$ cat src/sv/pcc_pkg.sv
// types and constants shared by the curvature pipeline
`default_nettype none
package pcc_pkg;

	localparam int unsigned SQ_STEPS  = 32;
	localparam int unsigned DIV_STEPS = 32;
	localparam int unsigned WIDE      = 128;
	localparam int unsigned DEN_W     = 96;
	localparam int unsigned REM_W     = 36;
	// product, sum, root steps, two multiply stages, quotient steps
	localparam int unsigned NSTAGE    = 2 + SQ_STEPS + 2 + DIV_STEPS;

	typedef struct packed {
		logic        neg;
		logic        zero;
		logic [63:0] mag;
		logic [63:0] s;
	} pcc_side_t;

	typedef struct packed {
		logic             neg;
		logic             zero;
		logic             ovf_hi;
		logic [DEN_W-1:0] den;
	} pcc_dside_t;

endpackage
`default_nettype wire

$ cat src/sv/pcc_div_cell.sv
// one quotient bit of the restoring divider
`default_nettype none
module pcc_div_cell import pcc_pkg::*; #(
	parameter int unsigned IDX = 0
) (
	input  wire logic             clk,
	input  wire logic             en,
	input  wire pcc_dside_t       side_in,
	input  wire logic [WIDE-1:0]  rem_in,
	input  wire logic [31:0]      q_in,
	output pcc_dside_t            side_out,
	output logic [WIDE-1:0]       rem_out,
	output logic [31:0]           q_out
);

	logic [WIDE-1:0] shifted;
	logic [WIDE-1:0] rem_d;
	logic [31:0]     q_d;
	pcc_dside_t      side_q;
	logic [WIDE-1:0] rem_q;
	logic [31:0]     q_q;

	always_comb begin
		shifted = {{(WIDE-DEN_W){1'b0}}, side_in.den} << IDX;
		rem_d   = rem_in;
		q_d     = q_in;
		if (rem_in >= shifted) begin
			rem_d    = rem_in - shifted;
			q_d[IDX] = 1'b1;
		end
	end

	always_ff @(posedge clk) begin
		if (en) begin
			side_q <= side_in;
			rem_q  <= rem_d;
			q_q    <= q_d;
		end
	end

	assign side_out = side_q;
	assign rem_out  = rem_q;
	assign q_out    = q_q;

endmodule
`default_nettype wire

$ cat config.mk
export PLATFORM = sky130hd
export DESIGN_NAME = pcc_div_cell
export DESIGN_NICKNAME = d
export VERILOG_FILES = /design/src/sv/pcc_pkg.sv /design/src/sv/pcc_div_cell.sv
export SDC_FILE = /design/constraint.sdc
export NUM_CORES = 1
export LEC_CHECK = 0
export ABC_CLOCK_PERIOD_IN_PS = 3900
export BUFFER_PORTS_ARGS = -buffer_cell sky130_fd_sc_hd__buf_2
export CORE_MARGIN = 8
export CORE_UTILIZATION = 40
export CTS_CLUSTER_DIAMETER = 100
export DETAILED_ROUTE_END_ITERATION = 8
export SYNTH_ARGS = -nofsm -noshare
export SYNTH_HDL_FRONTEND = slang
export SYNTH_SLANG_ARGS = --single-unit
export TNS_END_PERCENT = 1
$ cat constraint.sdc
create_clock -name clk -period 3.9 [get_ports clk]
set_input_delay 0.195 -clock clk [delete_from_list [all_inputs] [get_ports clk]]
set_output_delay 0.195 -clock clk [all_outputs]
set_load 0.005 [all_outputs]
# ---- Word level (Yosys, flattened, before mapping)
# Index checks and enable logic that the tools add are counted.
dict set report op_classes {
  add_sub_neg 1
  mul 0
  n_div 0
  order_cmp 1
  n_eq_ne 0
  shift 0
  n_mux 1
  n_bitwise 0
  reduce_logical 0
}
# operator count
set op_table {}
lappend op_table {{$ge A128 B96 Y1} 1}
lappend op_table {{$mux W128} 1}
lappend op_table {{$sub A128 B96 Y128} 1}
dict set report word_totals {
  regBits 259
  latchBits 0
  ramBits 0
  mem_bits_ro 0
  input_bits 261
  out_inout_bits 259
  wordCells 10
  memories 0
}

# ---- Logic depth before layout (Yosys ltp)
dict set report logic_depth {
  depth_word 2
  mapped_depth 18
  depth_no_buf 13
}

# ---- Worst setup path before layout
# OpenSTA, ideal clock, no wires.
dict set report synth_timing {
  path_kind {input to register}
  startpoint {in rem_in[0]}
  endpoint {reg rem_q[35] (netlist: rem_out[35]), data pin}
  setup_time_ns 0.262
  t_arrival_ns 2.748
  required_time_ns 3.638
  path_slack_ns 0.890
  stages 15
  path_buffers 3
  path_cell_list {inv_1 ha_1 fa_1 nor2b_1 o2111ai_1 a21bo_2 a21oi_1 a211o_1 o21ai_2 a21boi_2 buf_2 or2_1 buf_2 buf_6 mux2_1}
}
dict set report synth_via {
  elab_chain_cells 2
  word_cells_on_any_way 3
  cone_classes {add/sub (1); order compare (1); mux (1)}
}
# item line_no
set synth_rtl {}
lappend synth_rtl {{start, declared} pcc_div_cell.sv:9} ;# input wire logic [WIDE-1:0] rem_in,
lappend synth_rtl {{$sub A128 B96 Y128 or $ge A128 B96 Y1 (tied branches)} {pcc_div_cell.sv:28, pcc_div_cell.sv:27}}
lappend synth_rtl {{$mux W128 (*)} pcc_div_cell.sv:27} ;# if (rem_in >= shifted) begin
lappend synth_rtl {{net rem_d[35]} pcc_div_cell.sv:17} ;# logic [WIDE-1:0] rem_d;
lappend synth_rtl {{end signal, assigned} pcc_div_cell.sv:36} ;# rem_q <= rem_d;
lappend synth_rtl {{end, declared} pcc_div_cell.sv:20} ;# logic [WIDE-1:0] rem_q;
# The timed path passes the listed nets; every way through them passes the cells marked *.
# A chain may end at the register's enable or synchronous reset.

# ---- Worst setup path in the final report
dict set report layout_timing {
  startpoint {in side_in[1] in the netlist's numbering}
  endpoint {reg rem_q[102] (netlist: rem_out[102]), data pin}
}
dict set report layout_via {
  elab_chain_cells 2
  word_cells_on_any_way 3
  cone_classes {add/sub (1); order compare (1); mux (1)}
}
# item line_no
set layout_rtl {}
lappend layout_rtl {{start, declared} pcc_div_cell.sv:8} ;# input wire pcc_dside_t side_in,
lappend layout_rtl {{$sub A128 B96 Y128 or $ge A128 B96 Y1 (tied branches)} {pcc_div_cell.sv:28, pcc_div_cell.sv:27}}
lappend layout_rtl {{$mux W128 (*)} pcc_div_cell.sv:27}
lappend layout_rtl {{net rem_d[102]} pcc_div_cell.sv:17}
# Marks and branches as above.

==> metrics.log <==
[metrics] via count of the first global-routing pass: around 17000
[metrics] achievable clock frequency: 0.258 GHz
[metrics] core footprint: approximately 42000 sq um
[metrics] Slew Limit Headroom: 0.494
[metrics] gpl congestion: approximately 0.90
[metrics] Buf+Inv Stages, Crit Path: 2
[metrics] highest-delay cell along the critical path: dlygate4sd3_1
[metrics] CP top delay family: compound AO/OA/AOI/OAI gates
[metrics] wire length of the first global-routing pass: a little over 100 mm
[metrics] slew of the pin with the lowest slew margin: approximately 0.75 ns
[metrics] count of unresolved DRC violations after routing: 0
[metrics] prevailing post-synth register cell: edfxtp_1
[metrics] net load switching power: roughly 2.6 mW
[metrics] share of power burned in registers: 0.408
[metrics] die span in y: 222 um
[metrics] total gr overflow: 0
[metrics] post-layout utilization of the core: 0.565
[metrics] total of flip-flops plus latches after synthesis: 259
[metrics] number of nets in the layout: 2893
[metrics] Required @ worst endpoint: 4.21 ns
[metrics] critical path launch point type: input port
[metrics] DR vias: 16900
[metrics] sequential fraction of the synthesis area: 0.460
[metrics] cell-by-cell listing of the critical path: dlygate4sd3_1, buf_2, fa_1, nor2b_1, o2111ai_1, a21bo_2, o21ai_2, a32oi_1, a211oi_2, a221o_1, a21boi_1, o211ai_1, xnor2_1
[metrics] number of unique standard cell types used by synthesis: between 70 and 80
[metrics] setup repair after global routing missed its margin: true
[metrics] starting DRC count in detailed routing: 1427
[metrics] Hold Vio Cnt, Final: 0
[metrics] Routed wire per std cell: 21.8 um
[metrics] effective utilization at floorplan: 0.404
[metrics] count of buffers inserted at the top-level ports: 519
[metrics] number of optimization iterations in the first detailed-route pass: 5
[metrics] CTS clock-pin slew for the worst setup and hold paths: 0.06 ns
[metrics] Detailed Route WL: 67.7 mm
[metrics] Post-DRT Antenna Nets: 0
[metrics] number of antenna violations at the first check in global routing: 10
[metrics] fraction of final layout cells with drive strength greater than 1: 0.256
[metrics] critical path class: input port to flop
[metrics] static leakage power: 10.0 nW
[metrics] Clock power frac: 0.317
[metrics] Post-synth ARST share: 0
[metrics] Finish-stage setup viols: 0
[metrics] switching share of power: 0.300
[metrics] Net Count, Synth: around 2100
[metrics] delay of the slowest cell on the worst path: roughly 0.54 ns
[metrics] kind of end point of the critical path: flop
[metrics] arrival time reported for the critical path endpoint: 4.18 ns
[metrics] fraction of the cycle the final worst path needs: 0.993
[metrics] Post-Syn Area per Cell: 9.49 sq um
[metrics] count of pins on the block boundary: 520
[metrics] routed via count divided by cell count: between 5 and 6
[metrics] Max VDD drop: 0.000307 V
[metrics] die boundary width: 222 um
[metrics] share of power burned in combinational logic: 0.275
[metrics] Gate Count Post-Synth: 1781
[metrics] clock tree from TritonCTS: done
[metrics] total placed cells including tap cells: 2807
[metrics] area growth from synthesis to final layout: 39.8%
[metrics] Clock Tree Root: clkbuf_16
[metrics] DIE AREA: between 40000 and 50000 sq um
[metrics] power per cell area: 367 nW/um^2
[metrics] number of H-tree levels: 1
[metrics] largest net degree at the start of global routing: a little over 80
[metrics] netlist area before placement: 16900 sq um
[metrics] largest fanout on the critical path: 4
[metrics] global router's overall resource usage: 0.260
[metrics] PnR Total Power: roughly 8.7 mW
[metrics] final-report max-slew violation count: 0
[metrics] Cell Rows: 75
[metrics] run status: complete, no violations
[metrics] largest buffer count on any clock path: 3
[metrics] half-perimeter wire length after placement: 53.2 mm
[metrics] post-route minimum period: 3.87 ns
[metrics] Hold/Removal Path Class: input port to flop
[metrics] number of buffers inserted during clock tree synthesis: 30
[metrics] final cell count without fillers: 3106
[metrics] Max-cap violations: 0
[metrics] internal power: 6.08 mW
[metrics] yosys warns: 0
[metrics] number of flops mapped to enable cells by yosys: 259
[metrics] number of sinks driven by the clock tree: 259
## through the flow
stage               area [sq um]  hold slack, ns  worst slack (ns)  setup TNS (ns)
floorplan                  16900           0.294             0.890               0
global route               23600          0.0230           -0.0111         -0.0208
detailed placement         20300           0.373            -0.170          -0.308
finish                     23600          0.0282            0.0272               0
global placement           20300           0.372            -0.114          -0.167
CTS                        23600         0.00264            0.0357               0
## synth_stat cells (13+ instances only)
master	number	share of area
nor3_1	31	0.0092
nor4_1	30	0.011
o21ai_0	107	0.032
nand2_1	158	0.035
ha_1	96	0.071
inv_1	127	0.028
o21bai_1	31	0.014
o21a_1	18	0.0080
nand3_1	23	0.0068
buf_2	50	0.015
nand4_1	62	0.023
nand2b_1	13	0.0048
nor2_1	186	0.041
a21oi_1	219	0.065
a21o_1	30	0.013
edfxtp_1	259	0.46
xnor2_1	57	0.030
clkbuf_1	31	0.0069
xor2_1	67	0.035
a31oi_1	13	0.0048
## layout by cell type (no fill, tap or decap), drive strengths merged, types with 8 or more instances in the layout
master         n
ha            96
edfxtp       259
nor2b         11
nand2b        13
nand3         23
xnor2         57
o21bai        31
o21a          18
inv          128
nand4         62
a21o          30
nor4          36
dlygate4sd3  234
xor2          67
or3           12
buf          574
a221oi         8
o31ai         10
o211ai        11
nand2        158
a21oi        219
clkinv         8
diode          8
clkbuf        42
o21ai        117
a211oi        12
and4           8
a31oi         13
nor3          31
nor2         188
## sequential cells by signal (all words and copies together), names as in the netlist
register  count
rem_out     128
q_out        32
side_out     99
## final timing paths
path / start / end / slack, ns / cells past startpoint
worst max-delay path: side_in[1] / rem_out[102] / 0.03 / 13
worst min-delay path: rem_in[102] / rem_out[102] / 0.03 / 2
## layout make-up
| type | count | area, sq um |
|---|---|---|
| repair buffers | 808 | 5480 |
| multi-input cells | 1309 | 8260 |
| clock buffers | 42 | 817 |
| flip-flops and latches | 259 | 7780 |
| fillers | 3794 | 18200 |
| diodes | 8 | 20.0 |
| clock inverters | 14 | 131 |
| inverters | 127 | 477 |
| well taps | 539 | 674 |
## logic make-up (layout without fill, tap and decap cells)
logic type	Yosys count	in the layout	share of synthesized area
mux	3	3	0.00192
fa+ha+maj	97	97	0.0722
other cells	0	8	0
xor+xnor	124	124	0.0642
flops	259	259	0.460
buf+inv	213	991	0.0526
compound gates	517	517	0.187
simple gates	568	568	0.162
## per-layer routing
| layer | GRT usage | share of wire |
|---|---|---|
| met5 | 0 | 0.00043 |
| met4 | 0.0688 | 0.025 |
| met3 | 0.0636 | 0.081 |
| met2 | 0.433 | 0.46 |
| met1 | 0.334 | 0.43 |
## timing repair
item | CTS | global route
buffers inserted | 0 | 1
setup endpoints to repair | 0 | 11
resized for setup | 0 | 4
hold endpoints to repair | 234 | 0
hold buffers | 234 | 0
## power groups by stage
stage / Combinational (mW) / Clock [mW] / Sequential [mW]
after floorplan: 1.09 / 0 / 3.64
after global placement: 2.15 / 0 / 3.59
after detailed placement: 2.15 / 0 / 3.60
after CTS: 2.36 / 2.83 / 3.55
after global routing: 2.59 / 2.91 / 3.57
final: 2.38 / 2.75 / 3.55
No activity file was read; power rests on OpenSTA's default activity.
