--- config.mk ---
export PLATFORM = sky130hd
export DESIGN_NAME = pcc_sqrt_cell
export DESIGN_NICKNAME = d
export VERILOG_FILES = /design/src/sv/pcc_pkg.sv /design/src/sv/pcc_sqrt_cell.sv
export SDC_FILE = /design/constraint.sdc
export NUM_CORES = 1
export LEC_CHECK = 0
export ABC_AREA = 1
export BUFFER_PORTS_ARGS = -buffer_cell sky130_fd_sc_hd__buf_4
export CORE_ASPECT_RATIO = 1.2
export CORE_MARGIN = 3
export CORE_UTILIZATION = 39
export DETAILED_ROUTE_END_ITERATION = 8
export PLACE_DENSITY = 0.75
export SYNTH_ARGS = -nofsm -noshare
export SYNTH_HDL_FRONTEND = slang
export SYNTH_SLANG_ARGS = --single-unit
--- constraint.sdc ---
create_clock -name clk -period 2 [get_ports clk]
set_input_delay 0.1 -clock clk [delete_from_list [all_inputs] [get_ports clk]]
set_output_delay 0.1 -clock clk [all_outputs]
set_load 0.05 [all_outputs]
--- src/sv/pcc_pkg.sv ---
// types and constants shared by the curvature pipeline
`default_nettype none
package pcc_pkg;

	localparam int unsigned SQ_STEPS  = 32;
	localparam int unsigned DIV_STEPS = 32;
	localparam int unsigned WIDE      = 128;
	localparam int unsigned DEN_W     = 96;
	localparam int unsigned REM_W     = 36;
	// product, sum, root steps, two multiply stages, quotient steps
	localparam int unsigned NSTAGE    = 2 + SQ_STEPS + 2 + DIV_STEPS;

	typedef struct packed {
		logic        neg;
		logic        zero;
		logic [63:0] mag;
		logic [63:0] s;
	} pcc_side_t;

	typedef struct packed {
		logic             neg;
		logic             zero;
		logic             ovf_hi;
		logic [DEN_W-1:0] den;
	} pcc_dside_t;

endpackage
`default_nettype wire

--- src/sv/pcc_sqrt_cell.sv ---
// one digit step of the integer square root
`default_nettype none
module pcc_sqrt_cell import pcc_pkg::*; #(
	parameter int unsigned IDX = 0
) (
	input  wire logic             clk,
	input  wire logic             en,
	input  wire pcc_side_t        side_in,
	input  wire logic [REM_W-1:0] rem_in,
	input  wire logic [31:0]      root_in,
	output pcc_side_t             side_out,
	output logic [REM_W-1:0]      rem_out,
	output logic [31:0]           root_out
);

	logic [REM_W-1:0] remx;
	logic [REM_W-1:0] trial;
	logic [REM_W-1:0] rem_d;
	logic [31:0]      root_d;
	pcc_side_t        side_q;
	logic [REM_W-1:0] rem_q;
	logic [31:0]      root_q;

	always_comb begin
		remx  = {rem_in[REM_W-3:0], side_in.s[2*IDX+1 -: 2]};
		trial = {2'b00, root_in, 2'b01};
		if (remx >= trial) begin
			rem_d  = remx - trial;
			root_d = {root_in[30:0], 1'b1};
		end else begin
			rem_d  = remx;
			root_d = {root_in[30:0], 1'b0};
		end
	end

	always_ff @(posedge clk) begin
		if (en) begin
			side_q <= side_in;
			rem_q  <= rem_d;
			root_q <= root_d;
		end
	end

	assign side_out = side_q;
	assign rem_out  = rem_q;
	assign root_out = root_q;

endmodule
`default_nettype wire

# Yosys cells after proc, flatten, opt, wreduce, memory -nomap -nowiden
# Cells that the tools add are included.
# op_classes
order_cmp	1
mux	2
n_addsub	1
# op_table
operator	n
$ge 36x34->1	1
$mux 36	1
$sub 36x34->36	1
$mux 1	1
# totals
reg_bits	198
input_bits	200
wordCells	10
out_inout_bits	198

# Depth between registers and ports, before layout
# Gate-level depths: netlist of run 1.
# logic_depth
depth_word	2
depth_mapped	16
depth_no_buf	15

# Worst setup path before layout of run 1
# No wires, ideal clock.
# synth_timing
path_type	input-to-reg
startpoint	in root_in[13]
endpoint	reg rem_q[17] (netlist: rem_out[17]), data pin
t_required_ns	1.748
cell_stages	13
n_path_buf	1
setup_time_ns	0.252
path_slack_ns	0.265
arrival_ns	1.483
path_cell_list	inv_1 -> ha_1 -> nand2_2 -> inv_1 -> nand2_1 -> nand2_1 -> a21oi_1 -> nand3_2 -> nand3_4 -> nand2_8 -> buf_4 -> nand2_1 -> nand2_1
# synth_between
elab_chain_len	2
elab_cells_between_ends	3
classes_between	1 x add/sub; 1 x order compare; 1 x mux
# synth_rtl
element	line	source
from (decl)	pcc_sqrt_cell.sv:10	input wire logic [31:0] root_in,
$sub 36x34->36 / $ge 36x34->1 (equally long branches)	pcc_sqrt_cell.sv:28, pcc_sqrt_cell.sv:27	
$mux 36 (*)	pcc_sqrt_cell.sv:27	if (remx >= trial) begin
named net rem_d[17]	pcc_sqrt_cell.sv:18	logic [REM_W-1:0] rem_d;
to (signal assigned)	pcc_sqrt_cell.sv:39	rem_q <= rem_d;
to (decl)	pcc_sqrt_cell.sv:21	logic [REM_W-1:0] rem_q;
# Mark *: on every way through the listed nets, which the timed path passes. The rest lies on a longest branch.
# A chain may end at the register's enable or synchronous reset.

# Worst setup path in the final report of run 1
# layout_timing
startpoint	in rem_in[30]
endpoint	reg rem_q[22] (netlist: rem_out[22]), data pin
# layout_between
elab_chain_len	2
# layout_rtl
element	line	source
from (decl)	pcc_sqrt_cell.sv:9	input wire logic [REM_W-1:0] rem_in,
$ge 36x34->1	pcc_sqrt_cell.sv:27	
$mux 36	pcc_sqrt_cell.sv:27	
named net rem_d[22]	pcc_sqrt_cell.sv:18	
# The timed path passes the listed nets, and every way through them passes these cells.

==> results of run 1 <==
## cell usage after synthesis (all sizes together)
cell type / count / area [um^2]
nor2: 65 / 267
nor3: 8 / 40.0
nand3b: 12 / 90.1
xor2: 17 / 149
o211ai: 1 / 7.51
xnor2: 1 / 8.76
a21o: 1 / 7.51
nand3: 37 / 203
o21ai: 6 / 30.0
a21oi: 30 / 158
edfxtp: 198 / 5950
buf: 6 / 63.8
o21bai: 5 / 37.5
nand2: 327 / 1260
ha: 34 / 425
and2: 1 / 6.26
nand4: 3 / 18.8
inv: 136 / 516
## sequential cells by signal, indices dropped and copies added (netlist names)
| signal | cells |
|---|---|
| rem_out | 36 |
| side_out | 130 |
| root_out | 32 |
## logic make-up after synthesis
| family | share of synthesized area (%) |
|---|---|
| AOI/OAI and AO/OA | 2.60 |
| xor gates and xnor gates | 1.71 |
| adders and majority gates | 4.61 |
| buffers and inverters | 6.28 |
| DFF | 64.4 |
| and+or+nand+nor | 20.4 |
## power breakdown
part	internal (mW)	total (mW)	switching, mW
combinational	1.53	4.11	2.58
clock	1.73	3.58	1.85
sequential	5.02	5.15	0.137
## layout make-up
cell class                 instances  area (um^2)
antenna                            2         5.00
timing repair buffer             700         5820
tap                              315          394
sequential                       198         5950
inverter                         136          515
clock inverter                    15          198
fill                            1741         7160
clock buffer                      17          425
multi-input combinational        548         2730
## worst max path at each step
stage	slack [ns]	depth (start not counted)	end
floorplan	0.26	13	rem_out[17]
global placement	-0.18	15	rem_out[24]
detailed placement	-0.23	15	rem_out[23]
CTS	0.07	11	rem_out[34]
global route	-0.05	15	rem_out[23]
finish	0.05	15	rem_out[22]
## per-stage QoR
stage	total power, mW	utilization, %	cells	setup TNS (ns)
after floorplan	7.32	-	888	0
after global placement	8.92	57.9	1703	-5.45
after detailed placement	8.96	57.9	1703	-7.02
after CTS	12.8	68.9	1928	0
after global routing	13.3	69.1	1930	-0.527
final	12.8	69.1	1931	0
## metal layers
metal,up-vias,wire length (um),global-route usage (%)
li1,4323,-,-
met1,4202,14500,33.2
met2,388,19000,51.0
met3,74,3720,11.8
met4,4,1520,11.2
met5,-,26,0
## repair_timing
item / in CTS / in global routing
endpoints found under the hold margin: 194 / 0
buffers inserted: 0 / 1
hold buffers: 193 / 0
resized for setup: 0 / 9
endpoints found under the setup margin: 0 / 34
==> impl_metrics.env, run 1 <==
export IMPL_crit_required_ns=2.18
export IMPL_grt_pass1_vias=9309
export IMPL_worst_pin_slew_ns=0.429
export IMPL_cts_buffer_depth=2
export IMPL_start_kind="primary input"
export IMPL_yosys_register_bits=198
export IMPL_synthToLayoutAreaGrowth_pct=73.7
export IMPL_grt_pass1_wl_um=56200
export IMPL_grt_overflow_total=0
export IMPL_fp_dieH_um=175
export IMPL_end_kind="register"
export IMPL_syn_avg_cell_area_um2=10.4
export IMPL_vdd_drop_max_v=0.000532
export IMPL_pwr_density_cell_mw_per_mm2=801
export IMPL_synth_area_mm2=0.00923
export IMPL_hold_depth=3
export IMPL_synth_seq_area_share_pct=64.4
export IMPL_critPathLaunch="rem_in[30]"
export IMPL_vias_per_cell=4.66
export IMPL_io_pin_count=398
export IMPL_finalHoldViolCount=0
export IMPL_hpwl_um=27900
export IMPL_layout_commonest_cell="buf_4"
export IMPL_dieArea_mm2=0.0256
export IMPL_max_stage_delay_ns=0.54
export IMPL_vias=8991
export IMPL_final_cell_mix="buf_4 (499), nand2_1 (320), edfxtp_1 (198), dlygate4sd3_1 (193), inv_1 (135)"
export IMPL_yosysUniqueCellTypes=28
export IMPL_core_mm2=0.0232
export IMPL_critical_path_cell_chain="dlygate4sd3_1, buf_4, ha_1, nand2_1, inv_1, nand2_1, inv_1, nand2_1, a21oi_2, nor2_4, nand2_8, inv_6, buf_12, nand2_1, nand2_1"
export IMPL_max_freq_mhz=514
export IMPL_yosysWarnings=0
export IMPL_drv_slew=0
export IMPL_gp_congestion=0.934
export IMPL_ctsHtreeMaxLevel=4
export IMPL_rsz0062_at_grt="true"
export IMPL_whs_endpoint="rem_out[34]"
export IMPL_nNetsFinal=1835
export IMPL_relSlewSlack_pct=71.2
export IMPL_post_drt_wl_per_cell_um=20.1
export IMPL_cts_tree="done"
export IMPL_crit_fanout=16
export IMPL_grt_usage_pct=29.7
export IMPL_leakagePower_nw=7.66
export IMPL_synthCells=888
export IMPL_min_from="rem_in[32]"
export IMPL_fp_row_count=61
export IMPL_numCtsBuffers=17
export IMPL_cp_common_cell="nand2_1"
export IMPL_layout_drive_gt1_share_pct=34.8
export IMPL_final_area_mm2=0.0160
export IMPL_crit_family="buffers and inverters"
export IMPL_dr_pass1_iters=5
export IMPL_setup_viol=0
export IMPL_port_buffers=395
export IMPL_antenna_found_initial=4
export IMPL_die_w_um=146
export IMPL_slowest_stage="dlygate4sd3_1"
export IMPL_status="finished, final reports clean"
export IMPL_start_util_pct=39.8
export IMPL_maxCapViolCount=0
export IMPL_drt_iter0_markers=553
export IMPL_clkTransAtPathRegs_ns=0.08
export IMPL_wirelength_um=38800
export IMPL_synth_fp_nets=1122
export IMPL_arrival_ns=2.13
export IMPL_cp_buffers_inverters=6
export IMPL_cts_sinks=198
export IMPL_timing_hold_ws_ns=0.0683
export IMPL_setup_ws_ns=0.0549
export IMPL_min_period_ns=1.95
export IMPL_finalCritPeriodShare_pct=97.3
export IMPL_ant_nets=0
export IMPL_dp_slack_ns=-0.235
export IMPL_post_dp_cell_area_mm2=0.0134
export IMPL_critPathKind="in -> reg"
export IMPL_clock_root_buffer="clkbuf_16"
export IMPL_grt_max_degree=52
export IMPL_drc=0
export IMPL_hp_class="in -> reg"
No activity file was read; power rests on OpenSTA's default activity.
==> run 2, diff against run 1 <==
clock period = 2.11 ns   (was 2 ns; I/O delays follow)
==> run 2 against run 1 <==
Final area fell by 2.0%. Hold slack worse by 0.031 ns. Non-clock buffer count shrank 49. Critical endpoint is now rem_out[24]. Total power is 6.1% lower. Combinational power fell by 8.0%. Via count down 1.4%. Die area unchanged.
==> impl_metrics.env, run 2 (same netlist as run 1, synthesis figures left out) <==
export IMPL_p_switching_mw=4.32
export IMPL_grt_max_degree=62
export IMPL_rsz0062_at_grt="true"
export IMPL_port_buffers=395
export IMPL_arrival_ns=2.22
export IMPL_die_w_um=146
export IMPL_largest_reg_flops=130
export IMPL_start_util_pct=39.8
export IMPL_pwr_density_cell_mw_per_mm2=767
export IMPL_maxCapViolCount=0
export IMPL_drt_iter0_markers=540
export IMPL_clkPwrFrac_pct=28.2
export IMPL_layout_drive_gt1_share_pct=34.1
export IMPL_finalCritPeriodShare_pct=96.0
export IMPL_clkTransAtPathRegs_ns=0.08
export IMPL_grt_pass1_wl_um=55900
export IMPL_post_dp_cell_area_mm2=0.0130
export IMPL_final_cell_mix="buf_4 (453), nand2_1 (313), edfxtp_1 (198), dlygate4sd3_1 (193), inv_1 (135)"
export IMPL_cts_tree="done"
export IMPL_fp_row_count=61
export IMPL_relSlewSlack_pct=63.0
export IMPL_layout_commonest_cell="buf_4"
export IMPL_hpwl_um=27000
export IMPL_vias=8869
export IMPL_post_drt_wl_per_cell_um=20.2
export IMPL_comb_power_share_pct=31.3
export IMPL_ant_nets=0
export IMPL_finalHoldViolCount=0
export IMPL_numCtsBuffers=17
export IMPL_io_pin_count=398
export IMPL_vias_per_cell=4.71
export IMPL_grt_overflow_total=0
export IMPL_p_sw_share_pct=35.8
export IMPL_dp_slack_ns=-0.0386
export IMPL_p_int_mw=7.75
export IMPL_crit_fanout=35
export IMPL_dr_pass1_iters=5
export IMPL_ctsHtreeMaxLevel=4
export IMPL_max_freq_mhz=494
export IMPL_hp_class="in -> reg"
export IMPL_worst_pin_slew_ns=0.555
export IMPL_grt_pass1_vias=9075
export IMPL_wirelength_um=38100
export IMPL_end_kind="register"
export IMPL_antenna_found_initial=5
export IMPL_final_area_mm2=0.0157
export IMPL_synthToLayoutAreaGrowth_pct=70.3
export IMPL_gp_congestion=0.907
export IMPL_status="finished, final reports clean"
export IMPL_core_mm2=0.0232
export IMPL_drc=0
export IMPL_clock_root_buffer="clkbuf_16"
export IMPL_p_seq_share_pct=40.5
export IMPL_leakagePower_nw=7.42
export IMPL_nNetsFinal=1786
export IMPL_setup_ws_ns=0.0849
export IMPL_critPathKind="in -> reg"
export IMPL_setup_viol=0
export IMPL_crit_required_ns=2.30
export IMPL_dieArea_mm2=0.0256
export IMPL_vdd_drop_max_v=0.000395
export IMPL_min_period_ns=2.03
export IMPL_cts_buffer_depth=2
export IMPL_drv_slew=0
export IMPL_cts_sinks=198
export IMPL_grt_usage_pct=29.2
export IMPL_fp_dieH_um=175
export IMPL_start_kind="primary input"
[run 2: cell count changes in the layout (fill, tap and decap cells not counted), sizes merged]
cell / previous run / this run
clkinv: 8 / 7
inv: 143 / 144
diode: 2 / 4
buf: 506 / 457
[run 2: metrics by stage]
step	setup TNS [ns]	power [mW]	std cells	hold WS (ns)	utilization, %
4_1_cts	0	12.0	1880	0.0200	67.2
2_1_floorplan	0	6.94	888	0.204	-
6_report	0	12.1	1884	0.0377	67.8
5_1_grt	-0.276	12.5	1883	0.0510	67.8
3_3_place_gp	-0.0610	8.32	1655	0.284	56.2
3_5_place_dp	-0.0550	8.34	1655	0.285	56.2
[run 2: worst paths after layout]
check / startpoint / end / slack (ns) / cells after the start
setup / recovery: root_in[28] / rem_out[24] / 0.08 / 15
hold / removal: rem_in[33] / rem_out[35] / 0.04 / 3
[run 2: what timing repair did]
action                     CTS  global route
setup endpoints to repair    0            37
hold buffers               193             0
resized for setup            0            34
buffers inserted             0             0
hold endpoints to repair   194             0
[run 2: metal layers]
| metal | global-route usage [%] | routed length [um] | vias to the layer above |
|---|---|---|---|
| met5 | 0 | 26 | - |
| met4 | 8.35 | 1100 | 4 |
| met1 | 34.5 | 14500 | 4200 |
| met3 | 10.6 | 3560 | 64 |
| li1 | - | - | 4226 |
| met2 | 50.2 | 18900 | 375 |
[run 2: critical path, cell delays in order]
cell	delay [ns]
dlygate4sd3_1	0.54
buf_4	0.11
inv_1	0.04
ha_1	0.29
nand2_1	0.10
nor2_2	0.18
nand2_1	0.10
nor2_2	0.11
nand3_1	0.11
nand2_2	0.10
nor2_4	0.05
nand2_8	0.10
inv_8	0.09
nand2_1	0.09
nand2_1	0.06
[run 2: cell type report]
class	count	area [um^2]
sequential	198	5950
clock buffer	17	425
multi-input combinational	548	2820
inverter	136	518
tap	315	394
clock inverter	15	191
fill	1788	7480
timing repair buffer	651	5420
antenna	4	10.0
[run 2: power groups by stage]
stage | logic [mW] | clock network (mW) | registers [mW]
final | 3.78 | 3.40 | 4.88
after global placement | 3.38 | 0 | 4.94
after CTS | 3.71 | 3.43 | 4.86
after detailed placement | 3.40 | 0 | 4.94
after floorplan | 0.723 | 0 | 6.22
after global routing | 3.98 | 3.60 | 4.91
